[src/ascii_angle_to_servo_pulse_macros.svh]
// Assertion macros for the servo pulse decoder.
// Expects clk and rst in scope at the point of use.
`ifndef ASCII_ANGLE_TO_SERVO_PULSE_MACROS_SVH
`define ASCII_ANGLE_TO_SERVO_PULSE_MACROS_SVH

// Same-cycle implication, disabled in reset
`define AASP_ASSERT_NOW(lbl, ante, cons, msg) \
  lbl: assert property (@(posedge clk) disable iff (rst) (ante) |-> (cons)) else $error(msg);

// Next-cycle implication, disabled in reset
`define AASP_ASSERT_NEXT(lbl, ante, cons, msg) \
  lbl: assert property (@(posedge clk) disable iff (rst) (ante) |=> (cons)) else $error(msg);

`endif

[src/aasp_pkg.sv]
// Shared widths, register codes, reset values and a helper function
// for the servo pulse decoder. No dependencies.
`default_nettype none

package aasp_pkg;

  // Field and register widths
  localparam int CHAR_W    = 8;
  localparam int POS_W     = 3;
  localparam int CH_W      = 3;
  localparam int SUM_W     = 18;
  localparam int ANGLE_W   = 18;
  localparam int ANGLE_X_W = 19;
  localparam int BIAS_W    = 17;
  localparam int CAL_W     = 29;
  localparam int GAIN_W    = 17;
  localparam int OFS_W     = 12;
  localparam int PULSE_W   = 12;
  localparam int REG_IDX_W = 3;
  localparam int NUM_CAL   = 6;

  // Register indexes
  localparam logic [REG_IDX_W-1:0] REG_ANGLE_BIAS = 3'd0;
  localparam logic [REG_IDX_W-1:0] REG_CAL_FIRST  = 3'd1;
  localparam logic [REG_IDX_W-1:0] REG_CAL_LAST   = 3'd6;

  // Reset values
  localparam logic [BIAS_W-1:0] BIAS_RESET = 17'd60000;
  localparam logic [CAL_W-1:0] CAL_RESET [NUM_CAL] = '{
    29'd193436000, 29'd159748163, 29'd171285932,
    29'd160517688, 29'd191470680, 29'd252025944
  };

  // Division by 10^7: drop 7 bits, then multiply by reciprocal of 78125.
  // Dividend after the shift is below 2^28; m = ceil(2^45 / 78125) is exact.
  localparam int MAG_W       = 18;
  localparam int PROD_W      = 35;
  localparam int PRE_SHIFT   = 7;
  localparam int QIN_W       = 28;
  localparam int RECIP_W     = 29;
  localparam int RECIP_SHIFT = 45;
  localparam int QPROD_W     = 57;
  localparam int QUO_W       = 12;
  localparam int PSUM_W      = 14;
  localparam logic [RECIP_W-1:0] RECIP_78125 = 29'd450359963;

  localparam logic [PULSE_W-1:0] PULSE_MAX = 12'd4095;
  localparam logic signed [ANGLE_X_W-1:0] ANGLE_SAT_MIN = -19'sd131072;

  // Signed contribution of one character at a digit position
  function automatic logic signed [SUM_W-1:0] char_term(
    input logic [CHAR_W-1:0] ch,
    input logic [POS_W-1:0]  pos
  );
    logic signed [4:0]       v;
    logic signed [14:0]      w;
    logic signed [SUM_W-1:0] ve;
    logic signed [SUM_W-1:0] we;
    if (ch >= 8'h30 && ch <= 8'h39) begin
      v = signed'({1'b0, ch[3:0]});
    end else begin
      v = -5'sd1;
    end
    case (pos)
      3'd0:    w = 15'sd1;
      3'd1:    w = 15'sd10;
      3'd2:    w = 15'sd100;
      3'd3:    w = 15'sd1000;
      3'd4:    w = 15'sd10000;
      default: w = 15'sd0;
    endcase
    ve = SUM_W'(v);
    we = SUM_W'(w);
    return ve * we;
  endfunction

endpackage

`default_nettype wire

[src/aasp_ifs.sv]
// Valid/ready channel interfaces for the servo pulse decoder.
// Depends on aasp_pkg for field widths.
`default_nettype none

// Received character channel
interface aasp_rx_if;
  logic                         valid;
  logic                         ready;
  logic [aasp_pkg::CHAR_W-1:0]  rx_char;
  modport source (output valid, output rx_char, input ready);
  modport sink   (input valid, input rx_char, output ready);
endinterface

// Decoded result channel
interface aasp_res_if;
  logic                               valid;
  logic                               ready;
  logic [aasp_pkg::CH_W-1:0]          channel;
  logic signed [aasp_pkg::ANGLE_W-1:0] angle_milli;
  logic [aasp_pkg::PULSE_W-1:0]       pulse_us;
  logic                               frame_last;
  modport source (output valid, output channel, output angle_milli,
                  output pulse_us, output frame_last, input ready);
  modport sink   (input valid, input channel, input angle_milli,
                  input pulse_us, input frame_last, output ready);
endinterface

// Register write channel
interface aasp_cfg_if;
  logic                            valid;
  logic                            ready;
  logic [aasp_pkg::REG_IDX_W-1:0]  index;
  logic [aasp_pkg::CAL_W-1:0]      data;
  modport source (output valid, output index, output data, input ready);
  modport sink   (input valid, input index, input data, output ready);
endinterface

`default_nettype wire

[src/ascii_angle_to_servo_pulse.sv]
// Serial ASCII angle decoder producing servo pulse widths, top level.
// Depends on aasp_pkg, aasp_ifs and ascii_angle_to_servo_pulse_macros.svh.
`default_nettype none
`include "ascii_angle_to_servo_pulse_macros.svh"

// Takes one received character per clock on rx. DIGITS_PER_FIELD characters
// (least significant digit first) form one channel field; CHANNELS fields
// form a frame. A digit counts as its value, any other character as minus
// one. The character closing a field enters a three-stage pipe: angle and
// calibration select, gain multiply, reciprocal multiply with offset add and
// saturation into the output register. A result reaches res through stage 1,
// stage 2 and the output register; one character is taken every cycle as
// long as the pipe can move, and the pipe stalls only when res is held back
// with every stage full. Register writes on cfg are always taken and apply
// to fields that close after the write.
module ascii_angle_to_servo_pulse #(
  parameter int CHANNELS         = 6,
  parameter int DIGITS_PER_FIELD = 5
) (
  input  logic               clk,
  input  logic               rst,
  aasp_rx_if.sink            rx,
  aasp_res_if.source         res,
  aasp_cfg_if.sink           cfg
);

  localparam logic [aasp_pkg::POS_W-1:0] LAST_POS = aasp_pkg::POS_W'(DIGITS_PER_FIELD - 1);
  localparam logic [aasp_pkg::CH_W-1:0]  LAST_CH  = aasp_pkg::CH_W'(CHANNELS - 1);

  // Configuration registers
  logic [aasp_pkg::BIAS_W-1:0] angle_bias_milli;
  logic [aasp_pkg::CAL_W-1:0]  cal_channel [aasp_pkg::NUM_CAL];

  // Field accumulation state
  logic [aasp_pkg::POS_W-1:0]        digit_position;
  logic [aasp_pkg::CH_W-1:0]         channel_index;
  logic signed [aasp_pkg::SUM_W-1:0] digit_sum;

  // Stage 1: angle and calibration
  logic                                  s1_valid;
  logic signed [aasp_pkg::ANGLE_X_W-1:0] s1_angle;
  logic [aasp_pkg::GAIN_W-1:0]           s1_gain;
  logic [aasp_pkg::OFS_W-1:0]            s1_offset;
  logic [aasp_pkg::CH_W-1:0]             s1_channel;
  logic                                  s1_last;

  // Stage 2: scaled magnitude
  logic                                s2_valid;
  logic [aasp_pkg::QIN_W-1:0]          s2_qin;
  logic                                s2_neg;
  logic [aasp_pkg::OFS_W-1:0]          s2_offset;
  logic signed [aasp_pkg::ANGLE_W-1:0] s2_angle;
  logic [aasp_pkg::CH_W-1:0]           s2_channel;
  logic                                s2_last;

  // Stage 3: output register
  logic                                out_valid;
  logic [aasp_pkg::CH_W-1:0]           out_channel;
  logic signed [aasp_pkg::ANGLE_W-1:0] out_angle;
  logic [aasp_pkg::PULSE_W-1:0]        out_pulse;
  logic                                out_last;

  logic s3_free, s2_free, s1_free;
  logic rx_fire, cfg_fire, field_end;
  logic signed [aasp_pkg::SUM_W-1:0]     sum_next;
  logic signed [aasp_pkg::ANGLE_X_W-1:0] angle_x;
  logic [aasp_pkg::CAL_W-1:0]            cal_sel;
  logic [aasp_pkg::ANGLE_X_W-1:0]        abs_x;
  logic [aasp_pkg::PROD_W-1:0]           gain_prod;
  logic signed [aasp_pkg::ANGLE_W-1:0]   angle_rep;
  logic [aasp_pkg::QPROD_W-1:0]          q_prod;
  logic [aasp_pkg::QUO_W-1:0]            quo;
  logic signed [aasp_pkg::PSUM_W-1:0]    quo_s;
  logic signed [aasp_pkg::PSUM_W-1:0]    psum;
  logic [aasp_pkg::PULSE_W-1:0]          pulse_sat;

  // Handshakes and pipe flow
  assign s3_free   = !out_valid || res.ready;
  assign s2_free   = !s2_valid || s3_free;
  assign s1_free   = !s1_valid || s2_free;
  assign rx.ready  = s1_free;
  assign rx_fire   = rx.valid && rx.ready;
  assign cfg.ready = 1'b1;
  assign cfg_fire  = cfg.valid && cfg.ready;
  assign field_end = (digit_position == LAST_POS);

  // Register writes; out-of-range indexes are dropped
  always_ff @(posedge clk) begin
    if (rst) begin
      angle_bias_milli <= aasp_pkg::BIAS_RESET;
      for (int i = 0; i < aasp_pkg::NUM_CAL; i++) begin
        cal_channel[i] <= aasp_pkg::CAL_RESET[i];
      end
    end else if (cfg_fire) begin
      if (cfg.index == aasp_pkg::REG_ANGLE_BIAS) begin
        angle_bias_milli <= cfg.data[aasp_pkg::BIAS_W-1:0];
      end else if (cfg.index >= aasp_pkg::REG_CAL_FIRST &&
                   cfg.index <= aasp_pkg::REG_CAL_LAST) begin
        cal_channel[cfg.index - aasp_pkg::REG_CAL_FIRST] <= cfg.data;
      end
    end
  end

  // Digit accumulation
  assign sum_next = digit_sum + aasp_pkg::char_term(rx.rx_char, digit_position);
  assign angle_x  = aasp_pkg::ANGLE_X_W'(sum_next)
                  - signed'({2'b00, angle_bias_milli});
  assign cal_sel  = cal_channel[channel_index];

  always_ff @(posedge clk) begin
    if (rst) begin
      digit_position <= '0;
      channel_index  <= '0;
      digit_sum      <= '0;
    end else if (rx_fire) begin
      if (field_end) begin
        digit_position <= '0;
        digit_sum      <= '0;
        channel_index  <= (channel_index == LAST_CH) ? '0 : channel_index + 1'b1;
      end else begin
        digit_position <= digit_position + 1'b1;
        digit_sum      <= sum_next;
      end
    end
  end

  // Stage 1 load
  always_ff @(posedge clk) begin
    if (rst) begin
      s1_valid <= 1'b0;
    end else if (s1_free) begin
      s1_valid <= rx_fire && field_end;
    end
  end

  always_ff @(posedge clk) begin
    if (s1_free) begin
      s1_angle   <= angle_x;
      s1_gain    <= cal_sel[aasp_pkg::GAIN_W-1:0];
      s1_offset  <= cal_sel[aasp_pkg::CAL_W-1:aasp_pkg::GAIN_W];
      s1_channel <= channel_index;
      s1_last    <= (channel_index == LAST_CH);
    end
  end

  // Stage 2: |gain * angle| / 128, reported angle clamp
  assign abs_x     = s1_angle[aasp_pkg::ANGLE_X_W-1] ? aasp_pkg::ANGLE_X_W'(-s1_angle)
                                                      : aasp_pkg::ANGLE_X_W'(s1_angle);
  assign gain_prod = aasp_pkg::PROD_W'(s1_gain) * aasp_pkg::PROD_W'(abs_x[aasp_pkg::MAG_W-1:0]);
  assign angle_rep = (s1_angle < aasp_pkg::ANGLE_SAT_MIN)
                   ? aasp_pkg::ANGLE_W'(aasp_pkg::ANGLE_SAT_MIN)
                   : s1_angle[aasp_pkg::ANGLE_W-1:0];

  always_ff @(posedge clk) begin
    if (rst) begin
      s2_valid <= 1'b0;
    end else if (s2_free) begin
      s2_valid <= s1_valid;
    end
  end

  always_ff @(posedge clk) begin
    if (s2_free) begin
      s2_qin     <= gain_prod[aasp_pkg::PROD_W-1:aasp_pkg::PRE_SHIFT];
      s2_neg     <= s1_angle[aasp_pkg::ANGLE_X_W-1];
      s2_offset  <= s1_offset;
      s2_angle   <= angle_rep;
      s2_channel <= s1_channel;
      s2_last    <= s1_last;
    end
  end

  // Stage 3: divide by 78125, restore sign, add offset, saturate
  assign q_prod = aasp_pkg::QPROD_W'(s2_qin) * aasp_pkg::QPROD_W'(aasp_pkg::RECIP_78125);
  assign quo    = q_prod[aasp_pkg::QPROD_W-1:aasp_pkg::RECIP_SHIFT];
  assign quo_s  = s2_neg ? -signed'({2'b00, quo}) : signed'({2'b00, quo});
  assign psum   = signed'({2'b00, s2_offset}) + quo_s;

  always_comb begin
    if (psum < 0) begin
      pulse_sat = '0;
    end else if (psum > signed'({2'b00, aasp_pkg::PULSE_MAX})) begin
      pulse_sat = aasp_pkg::PULSE_MAX;
    end else begin
      pulse_sat = psum[aasp_pkg::PULSE_W-1:0];
    end
  end

  always_ff @(posedge clk) begin
    if (rst) begin
      out_valid <= 1'b0;
    end else if (s3_free) begin
      out_valid <= s2_valid;
    end
  end

  always_ff @(posedge clk) begin
    if (s3_free) begin
      out_channel <= s2_channel;
      out_angle   <= s2_angle;
      out_pulse   <= pulse_sat;
      out_last    <= s2_last;
    end
  end

  assign res.valid       = out_valid;
  assign res.channel     = out_channel;
  assign res.angle_milli = out_angle;
  assign res.pulse_us    = out_pulse;
  assign res.frame_last  = out_last;

  // Checks
  `AASP_ASSERT_NOW(a_pos_range, 1'b1, digit_position <= LAST_POS, "digit position past end")
  `AASP_ASSERT_NOW(a_ch_range, out_valid, out_channel <= LAST_CH, "result channel out of range")
  `AASP_ASSERT_NOW(a_last_ch, out_valid && out_last, out_channel == LAST_CH, "frame flag misplaced")
  `AASP_ASSERT_NEXT(a_s1_hold, s1_valid && !s2_free, s1_valid, "stage 1 item dropped")

endmodule

`default_nettype wire

[src/flat_wrapper.sv]
// flat-port wrapper written by rule: the top's interface ports become plain ports
module ascii_angle_to_servo_pulse_flat 
#(
  parameter int CHANNELS         = 6,
  parameter int DIGITS_PER_FIELD = 5
)
  (clk, rst, rx_valid, rx_rx_char, rx_ready, res_valid, res_channel, res_angle_milli, res_pulse_us, res_frame_last, res_ready, cfg_valid, cfg_index, cfg_data, cfg_ready);
  aasp_rx_if rx_i ();
  aasp_res_if res_i ();
  aasp_cfg_if cfg_i ();
  input  logic clk;
  input  logic rst;
  input wire logic [$bits(rx_i.valid)-1:0] rx_valid;
  input wire logic [$bits(rx_i.rx_char)-1:0] rx_rx_char;
  output wire logic [$bits(rx_i.ready)-1:0] rx_ready;
  output wire logic [$bits(res_i.valid)-1:0] res_valid;
  output wire logic [$bits(res_i.channel)-1:0] res_channel;
  output wire logic [$bits(res_i.angle_milli)-1:0] res_angle_milli;
  output wire logic [$bits(res_i.pulse_us)-1:0] res_pulse_us;
  output wire logic [$bits(res_i.frame_last)-1:0] res_frame_last;
  input wire logic [$bits(res_i.ready)-1:0] res_ready;
  input wire logic [$bits(cfg_i.valid)-1:0] cfg_valid;
  input wire logic [$bits(cfg_i.index)-1:0] cfg_index;
  input wire logic [$bits(cfg_i.data)-1:0] cfg_data;
  output wire logic [$bits(cfg_i.ready)-1:0] cfg_ready;
  assign rx_i.valid = rx_valid;
  assign rx_i.rx_char = rx_rx_char;
  assign rx_ready = rx_i.ready;
  assign res_valid = res_i.valid;
  assign res_channel = res_i.channel;
  assign res_angle_milli = res_i.angle_milli;
  assign res_pulse_us = res_i.pulse_us;
  assign res_frame_last = res_i.frame_last;
  assign res_i.ready = res_ready;
  assign cfg_i.valid = cfg_valid;
  assign cfg_i.index = cfg_index;
  assign cfg_i.data = cfg_data;
  assign cfg_ready = cfg_i.ready;
  ascii_angle_to_servo_pulse #(.CHANNELS(CHANNELS), .DIGITS_PER_FIELD(DIGITS_PER_FIELD)) u_core (.clk(clk), .rst(rst), .rx(rx_i), .res(res_i), .cfg(cfg_i));
endmodule
[config.mk]
export PLATFORM = sky130hd
export DESIGN_NAME = ascii_angle_to_servo_pulse_flat
export DESIGN_NICKNAME = d
export VERILOG_FILES = /design/src/aasp_pkg.sv /design/src/aasp_ifs.sv /design/src/ascii_angle_to_servo_pulse.sv /design/src/flat_wrapper.sv
export VERILOG_INCLUDE_DIRS = /design/src /design/src/src
export SDC_FILE = /design/constraint.sdc
export NUM_CORES = 2
export LEC_CHECK = 0
export BUFFER_PORTS_ARGS = -buffer_cell sky130_fd_sc_hd__buf_2
export CAP_MARGIN = 20
export CORE_MARGIN = 2
export CORE_UTILIZATION = 50
export DETAILED_ROUTE_END_ITERATION = 8
export GPL_TIMING_DRIVEN = 0
export PLACE_DENSITY = 0.66
export SLEW_MARGIN = 20
export SYNTH_ARGS = -nofsm -noshare
export SYNTH_HDL_FRONTEND = slang
export SYNTH_SLANG_ARGS = --single-unit
[constraint.sdc]
create_clock -name clk -period 10.1 [get_ports clk]
set_clock_uncertainty 0.2 [all_clocks]
set_input_delay 1.515 -clock clk [delete_from_list [all_inputs] [get_ports clk]]
set_output_delay 1.515 -clock clk [all_outputs]
set_load 0.02 [all_outputs]
# Word-level counts from Yosys, hierarchy flattened
# Memories as Yosys holds them, arrays and structs flattened. A register that Yosys moved wholly into a read port is not among the register bits.
# Cells that the tools add are included.
dict set report totals {
  reg_bits 164
  inputBits 45
  mem_count 1
  output_inout_bits 37
  ram_bits 174
}
dict set report op_classes {
  order_cmp 7
  n_mux 18
  reduce_logical 15
  addsub 8
  n_eq_ne 5
  multipliers 3
}
# memory words width rd rd_ports_with_merged_regs write_ports line
set mem_list {}
lappend mem_list {u_core.cal_channel 6 29 1 1 6 ascii_angle_to_servo_pulse.sv:32} ;# logic [aasp_pkg::CAL_W-1:0] cal_channel [aasp_pkg::NUM_CAL];
# cell n
set ops {}
lappend ops {{one-hot mux 14 bit (5 select lines)} 1}
lappend ops {{multiplier 28 x 29 -> 57 bit (second input constant)} 1}
lappend ops {{2-to-1 mux 18 bit} 2}
lappend ops {{multiplier 17 x 18 -> 35 bit} 1}
lappend ops {{2-to-1 mux 29 bit} 1}
lappend ops {{OR reduction 29 bit} 1}
lappend ops {{< comparator 19 x 18 -> 1 bit (second input constant)} 1}
lappend ops {{subtractor 18 x 18 -> 19 bit} 1}
lappend ops {{adder 18 bit} 1}
lappend ops {{multiplier 5 x 15 -> 18 bit} 1}
lappend ops {{negator 18 bit} 1}
lappend ops {{adder 13 x 14 -> 14 bit} 1}
lappend ops {{> comparator 14 x 13 -> 1 bit (second input constant)} 1}
lappend ops {{< comparator 14 x 1 -> 1 bit (second input constant)} 1}
lappend ops {{2-to-1 mux 14 bit} 1}
lappend ops {{negator 12 -> 14 bit} 1}
lappend ops {{2-to-1 mux 12 bit} 1}
lappend ops {{2-to-1 mux 3 bit} 3}
lappend ops {{greater-or-equal comparator 8 x 6 -> 1 bit (second input constant)} 1}
lappend ops {{less-or-equal comparator 8 x 6 -> 1 bit (second input constant)} 1}
lappend ops {{2-to-1 mux 1 bit} 8}
lappend ops {{adder 3 x 1 -> 3 bit (second input constant)} 2}
lappend ops {{equality test 3 x 2 -> 1 bit (second input constant)} 2}
lappend ops {{equality test 3 bit (second input constant)} 2}
lappend ops {{other kinds (10)} 19}

# Depth between registers and ports, before layout
dict set report logic_depth {
  word_depth 9
  ltp_mapped 41
  ltp_nobuf 40
}

# Worst setup path after synthesis
# Ideal clock, no wire load.
dict set report synth_timing {
  path_kind {register to register}
  start {register u_core.s1_angle[0] in the netlist's numbering}
  end {register u_core.s2_qin[27] in the netlist's numbering, data pin}
  required_ns 9.640
  arrival_ns 8.748
  setup_slack_ns 0.892
  stages_incl_launch_ff 34
  period_less_slack_ns 9.208
  path_cell_list {edfxtp_1 -> clkbuf_1 -> clkbuf_1 -> inv_1 -> ha_1 -> or3b_2 -> or3_1 -> or4_1 -> o41ai_1 -> xnor2_1 -> clkbuf_1 -> nand2_1 -> fa_1 -> inv_1 -> fa_1 -> inv_1 -> fa_1 -> fa_1 -> fa_1 -> inv_1 -> fa_1 -> ha_1 -> a21o_1 -> a21o_1 -> a21o_1 -> a22o_1 -> or4_1 -> a31oi_1 -> nor4b_1 -> o21a_1 -> o21a_1 -> or3_1 -> a31oi_1 -> xnor2_1}
}
dict set report synth_via {
  elab_chain_len 3
}
# element line
set synth_rtl {}
lappend synth_rtl {{from (decl)} ascii_angle_to_servo_pulse.sv:41} ;# logic signed [aasp_pkg::ANGLE_X_W-1:0] s1_angle;
lappend synth_rtl {{from (signal assigned)} ascii_angle_to_servo_pulse.sv:138} ;# s1_angle <= angle_x;
lappend synth_rtl {{negator 18 bit} ascii_angle_to_servo_pulse.sv:147} ;# assign abs_x = s1_angle[aasp_pkg::ANGLE_X_W-1] ? aasp_pkg::ANGLE_X_W'(-s1_angle)
lappend synth_rtl {{2-to-1 mux 18 bit (*)} ascii_angle_to_servo_pulse.sv:147}
lappend synth_rtl {{multiplier 17 x 18 -> 35 bit (*)} ascii_angle_to_servo_pulse.sv:149} ;# assign gain_prod = aasp_pkg::PROD_W'(s1_gain) * aasp_pkg::PROD_W'(abs_x[aasp_pkg::MAG_W-1:0]);
lappend synth_rtl {{via u_core.gain_prod, one bit} ascii_angle_to_servo_pulse.sv:69} ;# logic [aasp_pkg::PROD_W-1:0] gain_prod;
lappend synth_rtl {{to (signal assigned)} ascii_angle_to_servo_pulse.sv:164} ;# s2_qin <= gain_prod[aasp_pkg::PROD_W-1:aasp_pkg::PRE_SHIFT];
lappend synth_rtl {{to (decl)} ascii_angle_to_servo_pulse.sv:49} ;# logic [aasp_pkg::QIN_W-1:0] s2_qin;
# The timed path passes the listed nets; every way through them passes the cells marked *.
# A chain may end at the register's enable or synchronous reset.

# Worst setup path after layout
dict set report layout_timing {
  start {register u_core.s2_qin[7] in the netlist's numbering}
  end {register u_core.out_pulse (netlist bit u_core.res.pulse_us[10]), data pin}
}
dict set report layout_via {
  elab_chain_len 6
  elab_cells_between_ends 7
  cone_classes {2 x add/sub; 1 x mul; 2 x order compare; 2 x mux}
}
# element line
set layout_rtl {}
lappend layout_rtl {{multiplier 28 x 29 -> 57 bit (*)} ascii_angle_to_servo_pulse.sv:174} ;# assign q_prod = aasp_pkg::QPROD_W'(s2_qin) * aasp_pkg::QPROD_W'(aasp_pkg::RECIP_78125);
lappend layout_rtl {{negator 12 -> 14 bit} ascii_angle_to_servo_pulse.sv:176} ;# assign quo_s = s2_neg ? -signed'({2'b00, quo}) : signed'({2'b00, quo});
lappend layout_rtl {{2-to-1 mux 14 bit (*)} ascii_angle_to_servo_pulse.sv:176}
lappend layout_rtl {{adder 13 x 14 -> 14 bit (*)} ascii_angle_to_servo_pulse.sv:177} ;# assign psum = signed'({2'b00, s2_offset}) + quo_s;
lappend layout_rtl {{> comparator 14 x 13 -> 1 bit} ascii_angle_to_servo_pulse.sv:182} ;# end else if (psum > signed'({2'b00, aasp_pkg::PULSE_MAX})) begin
lappend layout_rtl {{2-to-1 mux 12 bit} ascii_angle_to_servo_pulse.sv:182}
lappend layout_rtl {{to (signal assigned)} ascii_angle_to_servo_pulse.sv:201} ;# out_pulse <= pulse_sat;
lappend layout_rtl {{to (decl)} ascii_angle_to_servo_pulse.sv:60} ;# logic [aasp_pkg::PULSE_W-1:0] out_pulse;
# Every way passes the cells marked *; elsewhere a longest branch is shown, timed or not.

==> metrics.md <==
| Metric | Value |
|---|---|
| Sequential cell area fraction in the yosys report | `27.7%` |
| CP Max Fanout | `7` |
| DRC | `0` |
| Slew Viols, Final | `0` |
| FF-to-FF Start | `u_core.s2_qin[7]` |
| Finished Core Util | `55.8%` |
| Most crowded layer after global routing | `met2` |
| Inserted Clock Buffers | `41` |
| Slowest Stage Delay on Critical Path | `0.54 ns` |
| Worst reg2reg setup slack | `0.19 ns` |
| Ys flop type | `edfxtp_1` |
| Final wirelength | `108000 µm` |
| Vias per cell | `5.26` |
| Std-Cell Rows | `109` |
| Residual overflow from global routing | `0` |
| Filler cells | `7611` |
| Core area | `88400 µm²` |
| Unrepaired setup endpoints after global routing | `true` |
| 1st-pass router iterations | `5` |
| Kind of critical path | `reg2reg` |
| Detail Route Antenna Nets | `0` |
| Clk root buf | `clkbuf_16` |
| CP most frequent cell | `fa_1` |
| Die height | `303 µm` |
| Maximum number of pins on one net before global-route repair | `54` |
| Grt met2 use | `41.9%` |
| Required time of the critical path | `10.35 ns` |
| Asr flop ratio synth | `0%` |
| Final critical-path share of the clock period | `98.1%` |
| R2R depth | `34` |
| Clk Latency, worst-skew pair | `0.59 ns` |
| Clk pin slew, worst setup/hold paths | `0.06 ns` |
| Cell family with most CP delay | `adder cells` |
| Max Cap Viol | `0` |
| Clock Path Buffers | `3` |
| Post-DP HPWL | `88900 µm` |
| Layout area overhead | `10.7%` |
| R2r endpoint | `u_core.res.pulse_us[10]` |
| Final std cell area, no fill | `49300 µm²` |
| Initial antenna violation count | `1` |
| Initial DRC count | `1755` |
| Unique masters post-synth | `81` |
| Register area | `12300 µm²` |
| Worst Max-Slew Pin Slew | `1.14 ns` |
| Syn_nets | `5312` |
| CP Capture Type | `flop` |
| Synthesized flop and latch total | `425` |
| WP depth | `34` |
| Multi-input gate area | `28700 µm²` |
| Yosys warning total | `0` |
| Worst hold path startpoint | `u_core.s2_angle[15]` |
| Final Hold Viols | `0` |
| Min Tclk post-route | `9.91 ns` |
| Mapped Area | `44600 µm²` |
| Startpoint types | `flop` |
| DR WL/cell | `19.5 µm` |
| Met1 Use GR | `32.4%` |
| Syn Inst Count | `4135` |
| CP endpoint | `u_core.res.pulse_us[10]` |
| Hold_buf cts | `0` |
| Bufs and invs on worst path | `6` |
| CP max stage cell | `fa_1` |
| Max Clk Rate | `0.101 GHz` |
| H-Tree Depth | `2` |
| Critical Path Source | `u_core.s2_qin[7]` |
| Layout cells sized above 1 | `10.6%` |
| Final GP Congestion | `0.923` |
| Starting Density | `50.4%` |
| Status | `complete, no violations` |
| CTS tree | `done` |
| Die width | `303 µm` |
| Cell Area, Placed | `46800 µm²` |
| Top Ports | `82` |
| Total track usage | `24.4%` |
| PortBufs | `79` |
| Average instance area after synthesis | `10.8 µm²` |
| Slew headroom | `23.5%` |
| Vias in the first global route | `30.6k` |
| ANT cells | `0` |
| CP arrival | `10.16 ns` |
| Clock sink count | `425` |
| Via count | `29.1k` |
| Nets | `5522` |
| Worst hold path type | `reg2reg` |
| Met3 GRT Util | `2.53%` |
| # setup viols final | `0` |
| Die area | `91500 µm²` |
| Count of flip-flops with a built-in enable after synthesis | `381` |
| Global-route wire length before repair | `171000 µm` |
## metrics by stage
step / cells / hold slack [ns] / TNS [ns] / setup slack, ns
6_report: 5543 / 0.220 / 0 / 0.195
5_1_grt: 5543 / 0.228 / -1.72 / -0.170
4_1_cts: 5495 / 0.219 / 0 / 0.0000977
3_5_place_dp: 5398 / 0.205 / -6.71 / -0.591
3_3_place_gp: 5379 / 0.202 / -6.46 / -0.535
2_1_floorplan: 4135 / 0.200 / 0 / 0.892
## layer usage
metal	vias up	wire length, µm
met5	-	13
met1	14500	44700
met2	870	53600
met4	2	4320
met3	205	5710
li1	13600	-
## state kept, by name, indices dropped and copies added, names as in the netlist, 12 cells and up
name / count
u_core.res.pulse_us: 12
u_core.digit_sum: 18
u_core.s1_offset: 12
u_core.cal_channel: 232
u_core.s2_angle: 18
u_core.s2_qin: 28
u_core.s2_offset: 12
u_core.angle_bias_milli: 17
u_core.res.angle_milli: 18
u_core.s1_gain: 17
u_core.s1_angle: 19
## worst min-delay path by stage
| stage | end | slack, ns | cells past startpoint |
|---|---|---|---|
| floorplan | u_core.res.angle_milli[0] | 0.20 | 0 |
| global placement | u_core.s2_offset[4] | 0.20 | 0 |
| detailed placement | u_core.s2_offset[4] | 0.20 | 0 |
| CTS | u_core.s2_offset[4] | 0.22 | 0 |
| global route | u_core.res.angle_milli[14] | 0.23 | 0 |
| finish | u_core.res.angle_milli[15] | 0.22 | 0 |
## kinds of logic (layout without fill, tap and decap cells)
logic type,Yosys count,in the layout,synth area share [%]
XOR/XNOR,99,99,1.95
multiplexers,90,90,3.74
other,1,1,0.00842
flip-flops,425,425,27.7
adder cells (fa/ha/maj),1132,1132,42.6
AO/OA/AOI/OAI,333,333,4.97
buffers and inverters,1099,1342,9.30
AND/OR/NAND/NOR,956,956,9.75
## Yosys cell counts, drive strengths merged (14+ instances only)
cell type    n  area share, %
inv        987            8.3
fa         644             29
ha         488             14
nand2      416            3.5
edfxtp     381             26
nor2       221            1.9
and2       130            1.8
a21oi       93            1.1
clkbuf      86           0.72
xnor2       82            1.6
o21ai       63           0.71
mux4        58            2.9
nor3        47           0.53
dfxtp       44            2.0
o21a        38           0.64
nand3       31           0.36
mux2        30           0.76
a21o        28           0.47
buf         26           0.26
or3         26           0.38
xor2        17           0.33
o211ai      16           0.28
nor2b       14           0.20
## placed cells by master (no fill, tap or decap), types with 41 or more instances in the layout
| master | instances |
|---|---|
| buf_4 | 74 |
| xnor2_1 | 76 |
| dfxtp_1 | 44 |
| edfxtp_1 | 381 |
| clkbuf_16 | 41 |
| a21oi_1 | 82 |
| buf_2 | 87 |
| clkbuf_1 | 85 |
| and2_1 | 130 |
| mux4_2 | 58 |
| nand2_1 | 407 |
| inv_1 | 979 |
| o21ai_0 | 53 |
| ha_1 | 457 |
| fa_1 | 629 |
| nor3_1 | 43 |
| nor2_1 | 221 |
## repair_timing
item                                    CTS  global route
resized for setup                        29           105
pin swaps                                 4            37
setup buffers                            21            48
gates cloned                              0             1
endpoints found under the setup margin   14            16
## cell type report
class	count	area share (%)
multi-input combinational	2611	58.3
sequential	425	25.0
inverter	987	7.51
tap	1165	2.96
timing repair buffer	168	2.49
clock buffer	47	2.13
buffer	111	0.952
clock inverter	29	0.678
## worst reg2reg max path: cells and delay by family (launching register included)
family	cells	cell delay [ns]
AO/OA/AOI/OAI	13	2.67
XOR/XNOR	1	0.26
adder cells (fa/ha/maj)	9	4.09
AND/OR/NAND/NOR	4	1.01
multiplexers	1	0.42
buffers and inverters	6	0.63
flip-flops	1	0.50
Power is not shown: default switching activity piles up to over one toggle a cycle in this logic, so the estimate is an artifact.
